**src/rtl/dfq_pkg.sv**
```systemverilog
// dfq_pkg: shared constants, codes and types of the duplicate-rejecting queue.
// No dependencies; used by the interfaces, the cell row and the top level.
`timescale 1ns / 1ps

package dfq_pkg;

  // Queue geometry
  localparam int DEPTH = 16;
  localparam int KEY_W = 32;
  localparam int CNT_W = $clog2(DEPTH + 1);

  // Request kinds
  localparam logic ACT_ENQ = 1'b0;
  localparam logic ACT_DEQ = 1'b1;

  // Result status codes
  localparam logic [1:0] ST_OK    = 2'd0;
  localparam logic [1:0] ST_DUP   = 2'd1;
  localparam logic [1:0] ST_EMPTY = 2'd2;
  localparam logic [1:0] ST_FULL  = 2'd3;

  typedef logic signed [KEY_W-1:0] key_t;
  typedef logic [CNT_W-1:0]        cnt_t;

  // Per-cycle command broadcast to every cell
  typedef struct packed {
    logic enq;   // append the broadcast key at the first free cell
    logic deq;   // every cell takes its upstream neighbor's contents
  } cell_cmd_t;

  // Summary of the row returned to the controller
  typedef struct packed {
    logic dup;    // broadcast key already held
    logic full;   // last cell occupied
    logic empty;  // head cell free
  } row_stat_t;

endpackage

```
**src/rtl/dfq_if.sv**
```systemverilog
// dfq_in_if / dfq_out_if: valid-ready request and result channels.
// Depends on dfq_pkg for the key and count types.
`timescale 1ns / 1ps

interface dfq_in_if;
  logic          valid;
  logic          ready;
  logic          action;
  dfq_pkg::key_t key_in;

  modport source(output valid, output action, output key_in, input ready);
  modport sink(input valid, input action, input key_in, output ready);
endinterface

interface dfq_out_if;
  logic          valid;
  logic          ready;
  logic [1:0]    status;
  dfq_pkg::key_t key_out;
  dfq_pkg::cnt_t occupancy;

  modport source(output valid, output status, output key_out, output occupancy, input ready);
  modport sink(input valid, input status, input key_out, input occupancy, output ready);
endinterface

```
**src/rtl/dfq_cell.sv**
```systemverilog
// dfq_cell: one slot of the shifting queue: a key, an occupied flag and a
// key comparator. Depends on dfq_pkg.
`timescale 1ns / 1ps

module dfq_cell (
  input  logic              clk,
  input  logic              rst_n,
  input  dfq_pkg::cell_cmd_t cmd,
  input  dfq_pkg::key_t     bcast_key,
  input  logic              prev_valid,  // downstream (toward head) neighbor occupied
  input  dfq_pkg::key_t     up_key,      // upstream (toward tail) neighbor contents
  input  logic              up_valid,
  output dfq_pkg::key_t     key,
  output logic              valid,
  output logic              hit
);

  dfq_pkg::key_t key_r, key_nxt;
  logic          valid_r, valid_nxt;
  logic          load;

  // First free cell takes the appended key
  assign load = cmd.enq & ~valid_r & prev_valid;

  always_comb begin
    key_nxt   = key_r;
    valid_nxt = valid_r;
    if (cmd.deq) begin
      key_nxt   = up_key;
      valid_nxt = up_valid;
    end else if (load) begin
      key_nxt   = bcast_key;
      valid_nxt = 1'b1;
    end
  end

  // Occupied flag is control state; the key is payload
  always_ff @(posedge clk) begin
    if (!rst_n) begin
      valid_r <= 1'b0;
    end else begin
      valid_r <= valid_nxt;
    end
  end

  always_ff @(posedge clk) begin
    key_r <= key_nxt;
  end

  assign key   = key_r;
  assign valid = valid_r;
  assign hit   = valid_r & (key_r == bcast_key);

endmodule

```
**src/rtl/dfq_row.sv**
```systemverilog
// dfq_row: the row of DEPTH cells, head at cell 0; keys move toward the head
// on a dequeue. Depends on dfq_pkg and dfq_cell.
`timescale 1ns / 1ps

module dfq_row (
  input  logic               clk,
  input  logic               rst_n,
  input  dfq_pkg::cell_cmd_t cmd,
  input  dfq_pkg::key_t      bcast_key,
  output dfq_pkg::key_t      head_key,
  output dfq_pkg::row_stat_t stat
);

  dfq_pkg::key_t               key_a   [dfq_pkg::DEPTH];
  logic [dfq_pkg::DEPTH-1:0]   valid_v;
  logic [dfq_pkg::DEPTH-1:0]   hit_v;

  genvar i;
  generate
    for (i = 0; i < dfq_pkg::DEPTH; i++) begin : g_cell
      logic          prev_valid;
      dfq_pkg::key_t up_key;
      logic          up_valid;

      // Neighbor wiring; the head sees an occupied neighbor, the tail an empty one
      if (i == 0) begin : g_head
        assign prev_valid = 1'b1;
      end else begin : g_body
        assign prev_valid = valid_v[i-1];
      end

      if (i == dfq_pkg::DEPTH - 1) begin : g_tail
        assign up_key   = key_a[i];
        assign up_valid = 1'b0;
      end else begin : g_mid
        assign up_key   = key_a[i+1];
        assign up_valid = valid_v[i+1];
      end

      dfq_cell u_cell (
        .clk        (clk),
        .rst_n      (rst_n),
        .cmd        (cmd),
        .bcast_key  (bcast_key),
        .prev_valid (prev_valid),
        .up_key     (up_key),
        .up_valid   (up_valid),
        .key        (key_a[i]),
        .valid      (valid_v[i]),
        .hit        (hit_v[i])
      );
    end
  endgenerate

  assign head_key   = key_a[0];
  assign stat.dup   = |hit_v;
  assign stat.full  = valid_v[dfq_pkg::DEPTH-1];
  assign stat.empty = ~valid_v[0];

endmodule

```
**src/rtl/dedup_fifo_queue.sv**
```systemverilog
// dedup_fifo_queue: top level of the duplicate-rejecting key queue.
// Depends on dfq_pkg, dfq_if and dfq_row.
//
//   channel | port    | direction | carries
//   --------+---------+-----------+-------------------------------
//   request | in_ch   | sink      | action, key_in
//   result  | out_ch  | source    | status, key_out, occupancy
//
// One request is taken per cycle; its result sits in the output register the
// cycle after acceptance. All DEPTH cells compare the key in parallel. Reset
// empties the queue. While a result is held and the sink stalls, in_ch.ready
// stays low.
`timescale 1ns / 1ps

module dedup_fifo_queue (
  input  logic      clk,
  input  logic      rst_n,
  dfq_in_if.sink    in_ch,
  dfq_out_if.source out_ch
);

  dfq_pkg::cell_cmd_t cmd;
  dfq_pkg::row_stat_t stat;
  dfq_pkg::key_t      head_key;

  logic               accept;
  logic               enq_ok, deq_ok;
  logic [1:0]         status_nxt;
  dfq_pkg::key_t      key_out_nxt;
  dfq_pkg::cnt_t      count_r, count_nxt;

  logic               out_valid_r, out_valid_nxt;
  logic [1:0]         status_r;
  dfq_pkg::key_t      key_out_r;
  dfq_pkg::cnt_t      occ_r;

  // Handshake: accept when the result register is free or draining
  assign in_ch.ready = ~out_valid_r | out_ch.ready;
  assign accept      = in_ch.valid & in_ch.ready;

  // Decode the request against the row summary
  always_comb begin
    enq_ok      = 1'b0;
    deq_ok      = 1'b0;
    status_nxt  = dfq_pkg::ST_OK;
    key_out_nxt = '0;
    unique case (in_ch.action)
      dfq_pkg::ACT_ENQ: begin
        if (stat.dup) begin
          status_nxt = dfq_pkg::ST_DUP;
        end else if (stat.full) begin
          status_nxt = dfq_pkg::ST_FULL;
        end else begin
          enq_ok = accept;
        end
      end
      dfq_pkg::ACT_DEQ: begin
        if (stat.empty) begin
          status_nxt = dfq_pkg::ST_EMPTY;
        end else begin
          deq_ok      = accept;
          key_out_nxt = head_key;
        end
      end
      default: begin
        status_nxt = dfq_pkg::ST_OK;
      end
    endcase
  end

  assign cmd.enq = enq_ok;
  assign cmd.deq = deq_ok;

  dfq_row u_row (
    .clk       (clk),
    .rst_n     (rst_n),
    .cmd       (cmd),
    .bcast_key (in_ch.key_in),
    .head_key  (head_key),
    .stat      (stat)
  );

  // Occupancy counter
  always_comb begin
    count_nxt = count_r;
    if (enq_ok) begin
      count_nxt = count_r + dfq_pkg::CNT_W'(1);
    end else if (deq_ok) begin
      count_nxt = count_r - dfq_pkg::CNT_W'(1);
    end
  end

  assign out_valid_nxt = accept | (out_valid_r & ~out_ch.ready);

  always_ff @(posedge clk) begin
    if (!rst_n) begin
      count_r     <= '0;
      out_valid_r <= 1'b0;
    end else begin
      count_r     <= count_nxt;
      out_valid_r <= out_valid_nxt;
    end
  end

  // Result payload register
  always_ff @(posedge clk) begin
    if (accept) begin
      status_r  <= status_nxt;
      key_out_r <= key_out_nxt;
      occ_r     <= count_nxt;
    end
  end

  assign out_ch.valid     = out_valid_r;
  assign out_ch.status    = status_r;
  assign out_ch.key_out   = key_out_r;
  assign out_ch.occupancy = occ_r;

endmodule

```
**src/flat_wrapper.sv**
```systemverilog
// flat-port wrapper written by rule: the top's interface ports become plain ports
module dedup_fifo_queue_flat 
  (clk, rst_n, in_ch_valid, in_ch_action, in_ch_key_in, in_ch_ready, out_ch_valid, out_ch_status, out_ch_key_out, out_ch_occupancy, out_ch_ready);
  dfq_in_if in_ch_i ();
  dfq_out_if out_ch_i ();
  input  logic clk;
  input  logic rst_n;
  input wire logic [$bits(in_ch_i.valid)-1:0] in_ch_valid;
  input wire logic [$bits(in_ch_i.action)-1:0] in_ch_action;
  input wire logic [$bits(in_ch_i.key_in)-1:0] in_ch_key_in;
  output wire logic [$bits(in_ch_i.ready)-1:0] in_ch_ready;
  output wire logic [$bits(out_ch_i.valid)-1:0] out_ch_valid;
  output wire logic [$bits(out_ch_i.status)-1:0] out_ch_status;
  output wire logic [$bits(out_ch_i.key_out)-1:0] out_ch_key_out;
  output wire logic [$bits(out_ch_i.occupancy)-1:0] out_ch_occupancy;
  input wire logic [$bits(out_ch_i.ready)-1:0] out_ch_ready;
  assign in_ch_i.valid = in_ch_valid;
  assign in_ch_i.action = in_ch_action;
  assign in_ch_i.key_in = in_ch_key_in;
  assign in_ch_ready = in_ch_i.ready;
  assign out_ch_valid = out_ch_i.valid;
  assign out_ch_status = out_ch_i.status;
  assign out_ch_key_out = out_ch_i.key_out;
  assign out_ch_occupancy = out_ch_i.occupancy;
  assign out_ch_i.ready = out_ch_ready;
  dedup_fifo_queue u_core (.clk(clk), .rst_n(rst_n), .in_ch(in_ch_i), .out_ch(out_ch_i));
endmodule
```
**config.mk**
```make
export PLATFORM = sky130hd
export DESIGN_NAME = dedup_fifo_queue_flat
export DESIGN_NICKNAME = d
export VERILOG_FILES = /design/src/rtl/dfq_pkg.sv /design/src/rtl/dfq_if.sv /design/src/rtl/dfq_cell.sv /design/src/rtl/dfq_row.sv /design/src/rtl/dedup_fifo_queue.sv /design/src/flat_wrapper.sv
export SDC_FILE = /design/constraint.sdc
export NUM_CORES = 1
export LEC_CHECK = 0
export ABC_AREA = 0
export BUFFER_PORTS_ARGS = -buffer_cell sky130_fd_sc_hd__clkbuf_2
export CAP_MARGIN = 20
export CORE_MARGIN = 2
export CORE_UTILIZATION = 35
export CTS_CLUSTER_DIAMETER = 150
export DETAILED_ROUTE_END_ITERATION = 10
export GPL_TIMING_DRIVEN = 0
export PLACE_DENSITY = 0.59
export SLEW_MARGIN = 30
export SYNTH_ARGS = -nofsm -noshare
export SYNTH_HDL_FRONTEND = slang
export SYNTH_HIERARCHICAL = 1
export SYNTH_SLANG_ARGS = --single-unit
```
**constraint.sdc**
```tcl
create_clock -name clk -period 5.5 [get_ports clk]
set_input_delay 1.1 -clock clk [delete_from_list [all_inputs] [get_ports clk]]
set_output_delay 1.1 -clock clk [all_outputs]
set_load 0.03 [all_outputs]
```
==> reports/qor.txt <==
====================================================================================
Outcome                                                                 finished clean
Weighted congestion at the end of routability-driven global placement          0.831
Setup CP Type                                                           input port to register
Final setup vio count                                                              0
Synth Cell Area                                                           0.0299 mm²
Leakage power summed over all cells                                          11.3 nW
Number of flops mapped to enable cells by yosys                                  551
Port buffer count                                                                 77
Syn_nets                                                                        2046
Final cycle utilization of the critical path                                   92.4%
Floorplan row count                                                              107
Floorplan die width                                                           296 µm
Skew final                                                                 0.0172 ns
Starting utilization of the core area                                          35.2%
Total wire length                                                           58500 µm
Worst setup SP type                                                       input port
Number of cells in the finished layout apart from fillers                       3359
CP Capture Point                                                        u_core/u_row/g_cell[15].u_cell/key[18]$_DFFE_PP_
Reg area                                                                  0.0170 mm²
IR Drop Worst-Case VDD                                                      0.218 mV
Endpoint type of the worst setup path                                       register
Fill count                                                                      7856
Via count of the first global-routing pass                                     17017
Cell area after placement                                                 0.0323 mm²
Peak Freq                                                                    197 MHz
Reg-to-reg slack, setup                                                      1.22 ns
Proportion of synthesized flip-flops having asynchronous set or reset             0%
Deepest clock path buffer count                                                    3
Total of flip-flops plus latches after synthesis                                 573
Post-Layout Inst Area                                                     0.0342 mm²
Power Dens Cells                                                          282 mW/mm²
Antenna Diode Count                                                                0
Worst path arrival time                                                      5.40 ns
Number of pins with negative max-slew slack in the final report                    0
Routed vias                                                                    16056
Vias per Instance                                                               4.78
Post-CTS setup buffers                                                             0
Hold buffer count at cts                                                           0
WP depth                                                                          13
Headroom to the max-slew limit                                                 39.6%
Unrepaired setup endpoints after global routing                                   no
Crit path from                                                          in_ch_key_in[16]
Global routing usage summed across all routing layers                          13.6%
Crit Reg-Reg Endpoint                                                   u_core/u_row/g_cell[15].u_cell/key[18]$_DFFE_PP_
# DRC                                                                              0
Number of gates resized after cts                                                  0
Delay-heaviest family, CP                                               simple AND/OR/NAND/NOR gates
Most common cell after layout, fill and taps aside                      sky130_fd_sc_hd__edfxtp_1
Number of unique standard cell types used by synthesis                            39
Crit-path slowest cell                                                  sky130_fd_sc_hd__nor4_1
Critical Path RT                                                             5.82 ns
Area of the placeable core                                                0.0849 mm²
Clock net sink count                                                             573
Number of I/O pins                                                                78
Hold crit path type                                                     register to register
CTS H-Tree Depth                                                                   2
Half-perimeter wire length of the detailed placement result                 43700 µm
Summed negative setup slack over all endpoints                                  0 ns
Warnings from Yosys                                                                6
FF-to-FF path depth                                                               12
Commonest cells after routing, fill and taps aside                      sky130_fd_sc_hd__edfxtp_1, sky130_fd_sc_hd__mux2_2, sky130_fd_sc_hd__xor2_1
Clock Latency Late Sink                                                      0.61 ns
Multi-input combinational cell area                                       0.0126 mm²
Violation count after the first detailed-route iteration                         676
CTS clock-pin slew for the worst setup and hold paths                        0.06 ns
Crit-path max cell delay                                                     0.75 ns
Share of the yosys chip area belonging to registers                            56.8%
Critical path fanouts, max                                                        32
First-pass iteration count of the detailed router                                  5
Pin count of the biggest net entering global routing                              48
Clock tree from TritonCTS                                                        yes
Die Y                                                                         296 µm
Floorplan die area                                                        0.0877 mm²
Fraction of final layout cells sized beyond drive strength 1                   36.3%
Number of routed nets with antenna violations                                      0
Ordered cell list for the critical path                                 clkbuf_2 > xor2_1 > a2111oi_2 > o2111ai_1 > nor4_2 > nor4_1 > nand4_1 > nor3_2 > and3_1 > buf_6 > nand2_1 > o21ai_4 > buf_16
Number of buffers inserted during clock tree synthesis                            60
Mean cell area of the mapped netlist                                        14.9 µm²
Origin of the critical flop-to-flop path                                u_core/u_row/g_cell[15].u_cell/key[16]$_DFFE_PP_
Dominant synthesized flop cell                                          sky130_fd_sc_hd__edfxtp_1
Final net count                                                                 2202
Mapped Cells                                                                    2007
Buffering stage count on the worst path with inverters included                    3
Count of max-cap constraint violations                                             0
Buffer type at the clock tree root                                      sky130_fd_sc_hd__clkbuf_16
Wire length of the first global-routing pass                                92900 µm
Worst Max-Slew Pin Slew                                                     0.906 ns
Clock period minus worst slack                                               5.08 ns
Hold Violations, Final                                                             0
Placed cell count                                                               3245
Routed WL per cell                                                           17.4 µm
Layout Area Growth over Synthesis                                              14.4%
Total global routing overflow                                                      0
Initial antenna violation count                                                    0
====================================================================================
-- synth_stat cells (all sizes together) (16+ instances only) --
| cell type | n | area [µm²] |
|---|---|---|
| nand3 | 18 | 90.1 |
| o21ai | 17 | 85.1 |
| dfxtp | 22 | 440 |
| edfxtp | 551 | 16500 |
| nand2 | 36 | 135 |
| clkbuf | 18 | 67.6 |
| buf | 52 | 275 |
| o221a | 16 | 180 |
| nand4 | 17 | 106 |
| and2 | 34 | 213 |
| xor2 | 437 | 3830 |
| mux2 | 512 | 5770 |
| nor4 | 116 | 820 |
| inv | 35 | 131 |
| xnor2 | 64 | 561 |
-- worst register-to-register path, stage by stage (launching register included) --
cell	delay (ns)
sky130_fd_sc_hd__edfxtp_1	0.42
sky130_fd_sc_hd__xor2_1	0.22
sky130_fd_sc_hd__a2111oi_2	0.06
sky130_fd_sc_hd__o2111ai_1	0.26
sky130_fd_sc_hd__nor4_2	0.13
sky130_fd_sc_hd__nor4_1	0.75
sky130_fd_sc_hd__nand4_1	0.54
sky130_fd_sc_hd__nor3_2	0.34
sky130_fd_sc_hd__and3_1	0.22
sky130_fd_sc_hd__buf_6	0.23
sky130_fd_sc_hd__nand2_1	0.16
sky130_fd_sc_hd__o21ai_4	0.42
sky130_fd_sc_hd__buf_16	0.23
-- routing by layer --
layer  up-vias  global-route usage, %  wire, µm
li1       7942                      -         -
met1      7738                   15.9     24300
met4         0                   5.94      2580
met2       251                   24.5     29500
met3       125                   1.91      2230
met5         -                      0         0
-- worst min path at each step --
stage / cells after the start / from / to / slack (ns)
floorplan: 2 / u_core/count_r[4]$_SDFF_PN0_ / u_core/count_r[4]$_SDFF_PN0_ / 0.46
global placement: 2 / u_core/count_r[4]$_SDFF_PN0_ / u_core/count_r[4]$_SDFF_PN0_ / 0.47
detailed placement: 2 / u_core/count_r[4]$_SDFF_PN0_ / u_core/count_r[4]$_SDFF_PN0_ / 0.49
CTS: 2 / u_core/count_r[4]$_SDFF_PN0_ / u_core/count_r[4]$_SDFF_PN0_ / 0.49
global route: 2 / u_core/count_r[4]$_SDFF_PN0_ / u_core/count_r[4]$_SDFF_PN0_ / 0.51
finish: 2 / u_core/count_r[4]$_SDFF_PN0_ / u_core/count_r[4]$_SDFF_PN0_ / 0.49
-- cell families (layout without fill, tap and decap cells) --
logic type / count (synthesis) / in the layout / synth area share [%]
compound gates: 70 / 70 / 2.37
xor+xnor: 501 / 501 / 14.7
fa+ha+maj: 2 / 2 / 0.0837
buf+inv: 105 / 313 / 1.59
flops: 573 / 573 / 56.8
mux: 516 / 516 / 19.4
other cells: 2 / 2 / 0.0251
simple gates: 238 / 238 / 5.00
-- area by class of cell --
cell class / count / area share [%]
Buffer: 70 / 1.00
Multi-Input combinational cell: 1329 / 36.9
Clock inverter: 19 / 0.326
Inverter: 35 / 0.384
Sequential cell: 573 / 49.7
Clock buffer: 95 / 5.04
Tap cell: 1144 / 4.19
Timing Repair Buffer: 94 / 2.48
-- registers in the layout, indices dropped and copies added, names as in the netlist --
signal / count
u_core/u_row/g_cell.u_cell/key: 512
u_core/out_ch.key_out: 32
u_core/u_row/g_cell.u_cell/valid: 16
u_core/count_r: 5
u_core/out_ch.occupancy: 5
u_core/out_ch.status: 2
u_core/out_ch.valid: 1
-- where the power goes --
group          switching (mW)  internal, mW  total, mW
registers              0.0589          4.91       4.97
clock network            1.63          2.18       3.81
logic                   0.469         0.375      0.844
total                    2.16          7.47       9.62
-- metrics by stage --
stage	utilization (%)	power, mW	hold slack (ns)	worst slack [ns]
2_1_floorplan	-	5.59	0.458	0.0820
3_3_place_gp	37.4	5.87	0.467	-3.26
3_5_place_dp	38.1	5.91	0.485	-0.222
4_1_cts	40.3	9.76	0.493	0.438
5_1_grt	40.3	10.0	0.513	0.221
6_report	40.3	9.62	0.489	0.417
Note: power is estimated with default switching activity, not from simulation.
